[src/rtl/core/ais_payload_dearmor_header_macros.svh]
// ----------------------------------------------------------------------------
// ais_payload_dearmor_header_macros
// assertion macros shared by the dearmor block
// ----------------------------------------------------------------------------
`ifndef AIS_PAYLOAD_DEARMOR_HEADER_MACROS_SVH
`define AIS_PAYLOAD_DEARMOR_HEADER_MACROS_SVH

// property that holds at every clock edge outside reset
`define AIS_PDH_ASSERT(label, prop, msg) \
   label: assert property (@(posedge clock) disable iff (reset) (prop)) else $error(msg);

// implication into the next cycle
`define AIS_PDH_ASSERT_NEXT(label, ante, cons, msg) \
   label: assert property (@(posedge clock) disable iff (reset) (ante) |=> (cons)) \
      else $error(msg);

`endif

[src/rtl/core/ais_pdh_pkg.sv]
// ----------------------------------------------------------------------------
// ais_pdh_pkg
// types and constants of the ais payload dearmor block
// ----------------------------------------------------------------------------
package ais_pdh_pkg;

   localparam int MAX_CHARS    = 256;
   localparam int CNT_W        = $clog2(MAX_CHARS + 2);
   localparam int HEADER_CHARS = 7;
   localparam int MIN_BITS     = 38;
   localparam int BIT_TOTAL_W  = 11;
   localparam int SUM_W        = (CNT_W + 4 > BIT_TOTAL_W + 1) ? CNT_W + 4 : BIT_TOTAL_W + 1;

   localparam logic [7:0] DIGIT_LO  = 8'd48;
   localparam logic [7:0] DIGIT_HI  = 8'd87;
   localparam logic [7:0] LETTER_LO = 8'd96;
   localparam logic [7:0] LETTER_HI = 8'd119;
   localparam logic [7:0] LETTER_OFS = 8'd56;

   typedef enum logic [1:0] {
      STATUS_OK       = 2'd0,
      STATUS_BAD_CHAR = 2'd1,
      STATUS_TOO_LONG = 2'd2,
      STATUS_TOO_FEW  = 2'd3
   } status_type;

   typedef struct packed {
      logic [5:0] value;
      logic       invalid;
      logic       last;
      logic [2:0] pad;
   } item_type;

endpackage

[src/rtl/core/ais_pdh_req_if.sv]
// ----------------------------------------------------------------------------
// ais_pdh_req_if
// request channel: one payload character per request
// ----------------------------------------------------------------------------
interface ais_pdh_req_if;
   logic       valid;
   logic       ready;
   logic [7:0] ascii_char;
   logic       end_of_payload;
   logic [2:0] pad_bits;

   modport source (output valid, output ascii_char, output end_of_payload,
                   output pad_bits, input ready);
   modport sink   (input valid, input ascii_char, input end_of_payload,
                   input pad_bits, output ready);
endinterface

[src/rtl/core/ais_pdh_rsp_if.sv]
// ----------------------------------------------------------------------------
// ais_pdh_rsp_if
// result channel: one result per request
// ----------------------------------------------------------------------------
interface ais_pdh_rsp_if;
   logic        valid;
   logic        ready;
   logic [5:0]  six_bit_value;
   logic        char_invalid;
   logic        message_done;
   logic [1:0]  status;
   logic [5:0]  message_type;
   logic [1:0]  repeat_count;
   logic [29:0] station_id;
   logic [10:0] bit_total;

   modport source (output valid, output six_bit_value, output char_invalid,
                   output message_done, output status, output message_type,
                   output repeat_count, output station_id, output bit_total,
                   input ready);
   modport sink   (input valid, input six_bit_value, input char_invalid,
                   input message_done, input status, input message_type,
                   input repeat_count, input station_id, input bit_total,
                   output ready);
endinterface

[src/rtl/core/ais_pdh_front.sv]
// ----------------------------------------------------------------------------
// ais_pdh_front
// accepts requests and de-armors each character into a six-bit value
// ----------------------------------------------------------------------------
module ais_pdh_front (
   ais_pdh_req_if.sink         req_chan,
   input  logic                q_ready,
   output logic                q_push,
   output ais_pdh_pkg::item_type q_item
);

   logic [7:0] c;

   always_comb begin
      c = req_chan.ascii_char;
      q_item.last = req_chan.end_of_payload;
      q_item.pad  = req_chan.pad_bits;
      if (c inside {[ais_pdh_pkg::DIGIT_LO:ais_pdh_pkg::DIGIT_HI]}) begin
         q_item.value   = 6'(c - ais_pdh_pkg::DIGIT_LO);
         q_item.invalid = 1'b0;
      end else if (c inside {[ais_pdh_pkg::LETTER_LO:ais_pdh_pkg::LETTER_HI]}) begin
         q_item.value   = 6'(c - ais_pdh_pkg::LETTER_OFS);
         q_item.invalid = 1'b0;
      end else begin
         q_item.value   = 6'd0;
         q_item.invalid = 1'b1;
      end
   end

   assign req_chan.ready = q_ready;
   assign q_push         = req_chan.valid & q_ready;

endmodule

[src/rtl/core/ais_pdh_queue.sv]
// ----------------------------------------------------------------------------
// ais_pdh_queue
// two-entry queue between the classifier and the header tracker
// ----------------------------------------------------------------------------
`include "ais_payload_dearmor_header_macros.svh"

module ais_pdh_queue (
   input  logic                  clock,
   input  logic                  reset,
   input  logic                  push,
   input  ais_pdh_pkg::item_type push_item,
   output logic                  push_ready,
   input  logic                  pop,
   output logic                  pop_valid,
   output ais_pdh_pkg::item_type pop_item
);

   ais_pdh_pkg::item_type entry_ff [2];
   logic       wr_ptr_ff, wr_ptr_in;
   logic       rd_ptr_ff, rd_ptr_in;
   logic [1:0] count_ff, count_in;

   always_comb begin
      wr_ptr_in = wr_ptr_ff ^ push;
      rd_ptr_in = rd_ptr_ff ^ pop;
      count_in  = count_ff;
      if (push && !pop) begin
         count_in = count_ff + 2'd1;
      end else if (pop && !push) begin
         count_in = count_ff - 2'd1;
      end
   end

   always_ff @(posedge clock) begin
      if (reset) begin
         wr_ptr_ff <= 1'b0;
         rd_ptr_ff <= 1'b0;
         count_ff  <= 2'd0;
      end else begin
         wr_ptr_ff <= wr_ptr_in;
         rd_ptr_ff <= rd_ptr_in;
         count_ff  <= count_in;
      end
   end

   always_ff @(posedge clock) begin
      if (push) begin
         entry_ff[wr_ptr_ff] <= push_item;
      end
   end

   assign push_ready = (count_ff != 2'd2);
   assign pop_valid  = (count_ff != 2'd0);
   assign pop_item   = entry_ff[rd_ptr_ff];

   `AIS_PDH_ASSERT(a_count_range, count_ff != 2'd3, "queue count out of range")
   `AIS_PDH_ASSERT(a_pop_nonempty, !pop || count_ff != 2'd0, "pop from empty queue")
   `AIS_PDH_ASSERT_NEXT(a_push_grows, push && !pop, count_ff == $past(count_ff) + 2'd1, "push lost")

endmodule

[src/rtl/core/ais_pdh_back.sv]
// ----------------------------------------------------------------------------
// ais_pdh_back
// tracks count, bad flag and header bits, and builds the result register
// ----------------------------------------------------------------------------
`include "ais_payload_dearmor_header_macros.svh"

module ais_pdh_back (
   input  logic                  clock,
   input  logic                  reset,
   input  logic                  q_valid,
   input  ais_pdh_pkg::item_type q_item,
   output logic                  q_pop,
   ais_pdh_rsp_if.source         rsp_chan
);

   localparam int CW = ais_pdh_pkg::CNT_W;
   localparam int SW = ais_pdh_pkg::SUM_W;

   logic [CW-1:0] count_ff, count_in, count_step;
   logic          bad_ff, bad_in, bad_step;
   logic [5:0]    slot_ff [ais_pdh_pkg::HEADER_CHARS];
   logic [5:0]    slot_in [ais_pdh_pkg::HEADER_CHARS];
   logic [5:0]    slot_step [ais_pdh_pkg::HEADER_CHARS];

   logic          rsp_valid_ff, rsp_valid_in;
   logic [5:0]    value_ff;
   logic          invalid_ff;
   logic          done_ff;
   ais_pdh_pkg::status_type status_ff, status_in;
   logic [5:0]    type_ff, type_in;
   logic [1:0]    repeat_ff, repeat_in;
   logic [29:0]   station_ff, station_in;
   logic [10:0]   total_ff, total_in;

   logic [SW-1:0]        count_ext;
   logic signed [SW-1:0] total;
   logic                 too_long;

   assign q_pop = q_valid && (!rsp_valid_ff || rsp_chan.ready);

   always_comb begin
      count_step = count_ff;
      if (count_ff <= CW'(ais_pdh_pkg::MAX_CHARS)) begin
         count_step = count_ff + CW'(1);
      end
      bad_step = bad_ff | q_item.invalid;
      for (int i = 0; i < ais_pdh_pkg::HEADER_CHARS; i++) begin
         slot_step[i] = slot_ff[i];
      end
      if (count_ff < CW'(ais_pdh_pkg::HEADER_CHARS)) begin
         slot_step[count_ff[2:0]] = q_item.value;
      end

      count_ext = SW'(count_step);
      total     = $signed((count_ext << 2) + (count_ext << 1)) - $signed(SW'(q_item.pad));
      too_long  = count_step > CW'(ais_pdh_pkg::MAX_CHARS);

      status_in  = ais_pdh_pkg::STATUS_OK;
      type_in    = 6'd0;
      repeat_in  = 2'd0;
      station_in = 30'd0;
      total_in   = 11'd0;
      if (q_item.last) begin
         if (too_long) begin
            status_in = ais_pdh_pkg::STATUS_TOO_LONG;
         end else if (bad_step) begin
            status_in = ais_pdh_pkg::STATUS_BAD_CHAR;
         end else if (total < SW'(ais_pdh_pkg::MIN_BITS)) begin
            status_in = ais_pdh_pkg::STATUS_TOO_FEW;
         end else begin
            type_in    = slot_step[0];
            repeat_in  = slot_step[1][5:4];
            station_in = {slot_step[1][3:0], slot_step[2], slot_step[3], slot_step[4],
                          slot_step[5], slot_step[6][5:4]};
            total_in   = total[10:0];
         end
      end

      count_in = count_ff;
      bad_in   = bad_ff;
      for (int i = 0; i < ais_pdh_pkg::HEADER_CHARS; i++) begin
         slot_in[i] = slot_ff[i];
      end
      if (q_pop) begin
         if (q_item.last) begin
            count_in = '0;
            bad_in   = 1'b0;
            for (int i = 0; i < ais_pdh_pkg::HEADER_CHARS; i++) begin
               slot_in[i] = 6'd0;
            end
         end else begin
            count_in = count_step;
            bad_in   = bad_step;
            for (int i = 0; i < ais_pdh_pkg::HEADER_CHARS; i++) begin
               slot_in[i] = slot_step[i];
            end
         end
      end

      rsp_valid_in = rsp_valid_ff;
      if (q_pop) begin
         rsp_valid_in = 1'b1;
      end else if (rsp_chan.ready) begin
         rsp_valid_in = 1'b0;
      end
   end

   always_ff @(posedge clock) begin
      if (reset) begin
         count_ff     <= '0;
         bad_ff       <= 1'b0;
         rsp_valid_ff <= 1'b0;
         for (int i = 0; i < ais_pdh_pkg::HEADER_CHARS; i++) begin
            slot_ff[i] <= 6'd0;
         end
      end else begin
         count_ff     <= count_in;
         bad_ff       <= bad_in;
         rsp_valid_ff <= rsp_valid_in;
         for (int i = 0; i < ais_pdh_pkg::HEADER_CHARS; i++) begin
            slot_ff[i] <= slot_in[i];
         end
      end
   end

   always_ff @(posedge clock) begin
      if (q_pop) begin
         value_ff   <= q_item.value;
         invalid_ff <= q_item.invalid;
         done_ff    <= q_item.last;
         status_ff  <= status_in;
         type_ff    <= type_in;
         repeat_ff  <= repeat_in;
         station_ff <= station_in;
         total_ff   <= total_in;
      end
   end

   assign rsp_chan.valid         = rsp_valid_ff;
   assign rsp_chan.six_bit_value = value_ff;
   assign rsp_chan.char_invalid  = invalid_ff;
   assign rsp_chan.message_done  = done_ff;
   assign rsp_chan.status        = status_ff;
   assign rsp_chan.message_type  = type_ff;
   assign rsp_chan.repeat_count  = repeat_ff;
   assign rsp_chan.station_id    = station_ff;
   assign rsp_chan.bit_total     = total_ff;

   `AIS_PDH_ASSERT_NEXT(a_clear_after_last, q_pop && q_item.last, count_ff == '0 && !bad_ff, "state not cleared after last character")
   `AIS_PDH_ASSERT(a_status_only_on_done, !rsp_valid_ff || done_ff || status_ff == ais_pdh_pkg::STATUS_OK, "status set on a non-final result")
   `AIS_PDH_ASSERT(a_total_only_when_ok, !rsp_valid_ff || status_ff == ais_pdh_pkg::STATUS_OK || total_ff == 11'd0, "bit total on a failed message")
   `AIS_PDH_ASSERT(a_count_saturates, count_ff <= CW'(ais_pdh_pkg::MAX_CHARS + 1), "character count past saturation")

endmodule

[src/rtl/core/ais_payload_dearmor_header.sv]
// ----------------------------------------------------------------------------
// ais_payload_dearmor_header
// ais payload de-armoring with message header extraction
// ----------------------------------------------------------------------------
// One request per clock cycle is taken while the queue has room, each
// carrying one payload character, and every request gives one result in
// order. A request enters a two-entry queue in the cycle it is accepted;
// the tracker pops it once the output register is free or being taken,
// and registers its result there. The result register and the queue let
// a new request be accepted while an earlier result waits to be taken, so
// the rate is one request per cycle whenever the result side keeps up. The
// result of the final character carries the status and, when ok, the header
// fields and bit count; the per-message state clears after it.
module ais_payload_dearmor_header (
   input  logic          clock,
   input  logic          reset,
   ais_pdh_req_if.sink   req_chan,
   ais_pdh_rsp_if.source rsp_chan
);

   logic                  q_push;
   logic                  q_ready;
   logic                  q_pop;
   logic                  q_valid;
   ais_pdh_pkg::item_type push_item;
   ais_pdh_pkg::item_type pop_item;

   ais_pdh_front u_front (
      .req_chan (req_chan),
      .q_ready  (q_ready),
      .q_push   (q_push),
      .q_item   (push_item)
   );

   ais_pdh_queue u_queue (
      .clock      (clock),
      .reset      (reset),
      .push       (q_push),
      .push_item  (push_item),
      .push_ready (q_ready),
      .pop        (q_pop),
      .pop_valid  (q_valid),
      .pop_item   (pop_item)
   );

   ais_pdh_back u_back (
      .clock    (clock),
      .reset    (reset),
      .q_valid  (q_valid),
      .q_item   (pop_item),
      .q_pop    (q_pop),
      .rsp_chan (rsp_chan)
   );

endmodule

[src/flat_wrapper.sv]
// flat-port wrapper written by rule: the top's interface ports become plain ports
module ais_payload_dearmor_header_flat 
  (clock, reset, req_chan_valid, req_chan_ascii_char, req_chan_end_of_payload, req_chan_pad_bits, req_chan_ready, rsp_chan_valid, rsp_chan_six_bit_value, rsp_chan_char_invalid, rsp_chan_message_done, rsp_chan_status, rsp_chan_message_type, rsp_chan_repeat_count, rsp_chan_station_id, rsp_chan_bit_total, rsp_chan_ready);
  ais_pdh_req_if req_chan_i ();
  ais_pdh_rsp_if rsp_chan_i ();
  input  logic clock;
  input  logic reset;
  input wire logic [$bits(req_chan_i.valid)-1:0] req_chan_valid;
  input wire logic [$bits(req_chan_i.ascii_char)-1:0] req_chan_ascii_char;
  input wire logic [$bits(req_chan_i.end_of_payload)-1:0] req_chan_end_of_payload;
  input wire logic [$bits(req_chan_i.pad_bits)-1:0] req_chan_pad_bits;
  output wire logic [$bits(req_chan_i.ready)-1:0] req_chan_ready;
  output wire logic [$bits(rsp_chan_i.valid)-1:0] rsp_chan_valid;
  output wire logic [$bits(rsp_chan_i.six_bit_value)-1:0] rsp_chan_six_bit_value;
  output wire logic [$bits(rsp_chan_i.char_invalid)-1:0] rsp_chan_char_invalid;
  output wire logic [$bits(rsp_chan_i.message_done)-1:0] rsp_chan_message_done;
  output wire logic [$bits(rsp_chan_i.status)-1:0] rsp_chan_status;
  output wire logic [$bits(rsp_chan_i.message_type)-1:0] rsp_chan_message_type;
  output wire logic [$bits(rsp_chan_i.repeat_count)-1:0] rsp_chan_repeat_count;
  output wire logic [$bits(rsp_chan_i.station_id)-1:0] rsp_chan_station_id;
  output wire logic [$bits(rsp_chan_i.bit_total)-1:0] rsp_chan_bit_total;
  input wire logic [$bits(rsp_chan_i.ready)-1:0] rsp_chan_ready;
  assign req_chan_i.valid = req_chan_valid;
  assign req_chan_i.ascii_char = req_chan_ascii_char;
  assign req_chan_i.end_of_payload = req_chan_end_of_payload;
  assign req_chan_i.pad_bits = req_chan_pad_bits;
  assign req_chan_ready = req_chan_i.ready;
  assign rsp_chan_valid = rsp_chan_i.valid;
  assign rsp_chan_six_bit_value = rsp_chan_i.six_bit_value;
  assign rsp_chan_char_invalid = rsp_chan_i.char_invalid;
  assign rsp_chan_message_done = rsp_chan_i.message_done;
  assign rsp_chan_status = rsp_chan_i.status;
  assign rsp_chan_message_type = rsp_chan_i.message_type;
  assign rsp_chan_repeat_count = rsp_chan_i.repeat_count;
  assign rsp_chan_station_id = rsp_chan_i.station_id;
  assign rsp_chan_bit_total = rsp_chan_i.bit_total;
  assign rsp_chan_i.ready = rsp_chan_ready;
  ais_payload_dearmor_header u_core (.clock(clock), .reset(reset), .req_chan(req_chan_i), .rsp_chan(rsp_chan_i));
endmodule
[config.mk]
export PLATFORM = sky130hd
export DESIGN_NAME = ais_payload_dearmor_header_flat
export DESIGN_NICKNAME = d
export VERILOG_FILES = /design/src/rtl/core/ais_pdh_pkg.sv /design/src/rtl/core/ais_pdh_req_if.sv /design/src/rtl/core/ais_pdh_rsp_if.sv /design/src/rtl/core/ais_pdh_front.sv /design/src/rtl/core/ais_pdh_queue.sv /design/src/rtl/core/ais_pdh_back.sv /design/src/rtl/core/ais_payload_dearmor_header.sv /design/src/flat_wrapper.sv
export VERILOG_INCLUDE_DIRS = /design/src /design/src/rtl/core
export SDC_FILE = /design/constraint.sdc
export NUM_CORES = 1
export LEC_CHECK = 0
export BUFFER_PORTS_ARGS = -buffer_cell sky130_fd_sc_hd__buf_2
export CORE_UTILIZATION = 46
export CTS_CLUSTER_SIZE = 40
export DETAILED_ROUTE_END_ITERATION = 10
export PLACE_DENSITY = 0.65
export SYNTH_ARGS = -nofsm -noshare
export SYNTH_HDL_FRONTEND = slang
export SYNTH_SLANG_ARGS = --single-unit
[constraint.sdc]
create_clock -name clock -period 6.45 [get_ports clock]
set_input_delay 1.29 -clock clock [delete_from_list [all_inputs] [get_ports clock]]
set_output_delay 1.29 -clock clock [all_outputs]
set_load 0.05 [all_outputs]
==> results.md <==
- Status: finished, final reports clean
- Initial Util: 47.9%
- Hold-critical path depth: 2
- Sink Count: 134
- Final setup vio count: 0
- CTS max path bufs: 2
- Fraction of layout cells with a size suffix above 1: 18.2%
- Vias: 5,113
- Floorplan core area: 14,100 µm²
- Synthesized Nets: 694
- FF-to-FF path depth: 16
- Routed vias/inst: 5.67
- ANT nets after route: 0
- Number of setup buffers added after CTS: 0
- IO Pins: 77
- CTS root buf: clkbuf_16
- Pre-antenna DRT Iters: 5
- CP required: 6.60 ns
- Crit path arrival time: 4.88 ns
- Synth async-reset ratio: 0%
- Tcrit/Tclk final: 73.4%
- Worst-Margin Slew: 1.03 ns
- PwrDens: 519 nW/µm²
- Initial antenna violation count: 0
- RD Place Congestion: 0.900
- Minimum clock period: 4.73 ns
- Synthesized area: 6750 µm²
- Slew Viols, Final: 0
- Die Ht: 123 µm
- Final setup TNS: 0 ns
- Clock latency on the worst-skew pair: 0.42 ns
- Die W: 123 µm
- PortBufs: 76
- Fill cells: 1,284
- Slowest cell on crit path: dfxtp_1
- Area grow syn2layout: 15.1%
- Mean Syn Cell Area: 10.5 µm²
- Post-synth top flop: edfxtp_1
- Final Non-Filler Cells: 901
- Reg clk slew, reported paths: 0.06 ns
- Synth warn: 0
- WL/cell: 16.6 µm
- Worst rel slew slack: 31.4%
- Pin count of the biggest net entering global routing: 77
- Multi-input gate area in the final layout: 2940 µm²
- Final Hold Fails: 0
- CTS buffer count: 17
- Post-DP HPWL: 9940 µm
- FF/Latch Area: 3490 µm²
- Hold-fix buffers, CTS: 0
- EDFF count, synth: 81
- Startpoint types: flip-flop
- Total GRT Usage: 20.9%
- Vias in the first global route: 4,727
- RSZ-0062 raised after global routing: false
- Crit end category: flip-flop
- Cells after synthesis: 644
- Post-Place Cells: 869
- Leakage power: 2.98 nW
- Ant. Diodes: 0
- Worst vdd ir: 0.290 mV
- Fmax: 0.211 GHz
- Post-CTS resize count: 0
- WP depth: 16
- First-pass GRT wire length: 24,000 µm
- Row cnt: 43
- CP max FO: 44
- Crit-path leading delay family: compound AO/OA/AOI/OAI gates
- Sequential fraction of the synthesis area: 51.8%
- Drt total wl: 15,000 µm
- Grt ovf: 0
- Maximum Capacitance Violations: 0
- Critical Path Max Stage Delay: 0.47 ns
- Yosys cell types: 53
- Flops & latches, synth: 134
- Cells along the critical path: inv_1 -> ha_1 -> nor4b_2 -> a21o_2 -> xnor2_1 -> xor2_1 -> ha_1 -> inv_1 -> fa_1 -> nand2b_1 -> a211oi_2 -> nor2_1 -> a311oi_1 -> and4_1 -> buf_4 -> a21oi_1
- CTS tree: yes
- Hold WS: 0.496 ns
- CP bufs+invs: 3
- Residual DRC count: 0
- Nets@finish: 758
- Worst hold path type: reg -> reg
- Die ar.: 15,200 µm²
- DR iter-0 viols: 376
- Clk_skew: 0.00917 ns
- Max H-tree Level: 4
- Critical path type: reg -> reg
cells by family (layout without fill, tap and decap cells):
family	count (synthesis)	in the layout	share of synthesized area [%]
buffers and inverters	68	145	4.69
DFF	134	134	51.8
and+or+nand+nor	190	190	14.2
AOI/OAI and AO/OA	187	187	18.3
xor gates and xnor gates	16	16	2.08
adders and majority gates	34	34	6.53
muxes	15	15	2.39
cell type report:
cell class                 instances  area share (%)
clock buffer                      23            6.02
multi-input combinational        442            37.8
tap                              180            2.90
inverter                          31            1.50
timing repair buffer              82            5.48
clock inverter                     9            1.32
sequential                       134            45.0
per-layer routing:
layer	global-route usage, %	routed length, µm
met1	28.5	6890
met2	32.4	6900
met3	4.66	981
met4	8.43	207
met5	0	0
flip-flops by register name, summed over array words and instances (netlist names), 2 cells and up:
signal and count:
u_core.u_back.rsp_chan.six_bit_value 6, u_core.u_back.rsp_chan.bit_total 11, u_core.u_queue.count_ff 2, u_core.u_queue.entry_ff 22, u_core.u_back.slot_ff 38, u_core.u_back.rsp_chan.status 2
u_core.u_back.count_ff 9, u_core.u_back.rsp_chan.repeat_count 2, u_core.u_back.rsp_chan.message_type 6, u_core.u_back.rsp_chan.station_id 30
synth_stat cells (all sizes together), types with 10 or more instances:
| master | number | area, µm² |
|---|---|---|
| clkbuf | 22 | 82.6 |
| inv | 31 | 116 |
| ha | 32 | 400 |
| o211ai | 37 | 278 |
| edfxtp | 81 | 2430 |
| o21ai | 25 | 125 |
| a21oi | 59 | 295 |
| nand2 | 24 | 90.1 |
| and3 | 10 | 62.6 |
| buf | 15 | 118 |
| xor2 | 11 | 96.3 |
| a22oi | 44 | 330 |
| dfxtp | 53 | 1060 |
| or3 | 38 | 238 |
| nor2 | 78 | 293 |
path summary, 6_finish.rpt:
| kind | to | startpoint | slack [ns] |
|---|---|---|---|
| worst max-delay path | u_core.u_back.rsp_chan.station_id[0]$_SDFFCE_PP0P_ | u_core.u_back.count_ff[0]$_SDFFE_PP0P_ | 1.72 |
| worst min-delay path | u_core.u_back.rsp_chan.valid$_SDFFE_PP0P_ | u_core.u_back.rsp_chan.valid$_SDFFE_PP0P_ | 0.50 |
| worst max register to register | u_core.u_back.rsp_chan.station_id[0]$_SDFFCE_PP0P_ | u_core.u_back.count_ff[0]$_SDFFE_PP0P_ | 1.72 |
| worst min register to register | u_core.u_back.rsp_chan.valid$_SDFFE_PP0P_ | u_core.u_back.rsp_chan.valid$_SDFFE_PP0P_ | 0.50 |
per-stage QoR:
stage	utilization [%]	total power [mW]	instance area [µm²]	setup WS [ns]
CTS	55.1	4.06	7770	1.76
finish	55.1	4.04	7770	1.72
global route	55.1	4.26	7770	1.29
detailed placement	51.1	3.12	7200	1.77
global placement	51.1	3.10	7200	1.83
floorplan	-	2.73	6750	1.99
worst register-to-register path, delay by kind of cell, from the launching register on:
| family | cells | cell delay, ns |
|---|---|---|
| AND/OR/NAND/NOR | 4 | 0.71 |
| XOR/XNOR | 2 | 0.42 |
| AO/OA/AOI/OAI | 4 | 1.31 |
| buffers and inverters | 3 | 0.59 |
| adder cells (fa/ha/maj) | 3 | 0.97 |
| flip-flops | 1 | 0.47 |
report_power, final:
group | switching, mW | total, mW | internal (mW)
combinational | 1.41 | 1.85 | 0.443
sequential | 0.0716 | 1.26 | 1.18
clock | 0.342 | 0.928 | 0.586
layout by cell type (no fill, tap or decap), types with 7 or more instances in the layout:
| master | instances |
|---|---|
| clkbuf_16 | 17 |
| a21oi_1 | 59 |
| edfxtp_1 | 81 |
| xor2_1 | 11 |
| inv_1 | 30 |
| nand3_1 | 7 |
| or3_1 | 38 |
| nor2_1 | 78 |
| dfxtp_1 | 53 |
| nand2_1 | 24 |
| mux2_2 | 9 |
| o21ai_1 | 8 |
| o211ai_1 | 37 |
| ha_1 | 32 |
| and3_1 | 10 |
| a22oi_1 | 44 |
| o21ai_0 | 17 |
| buf_2 | 76 |
Power figures use the tool's default switching activity.
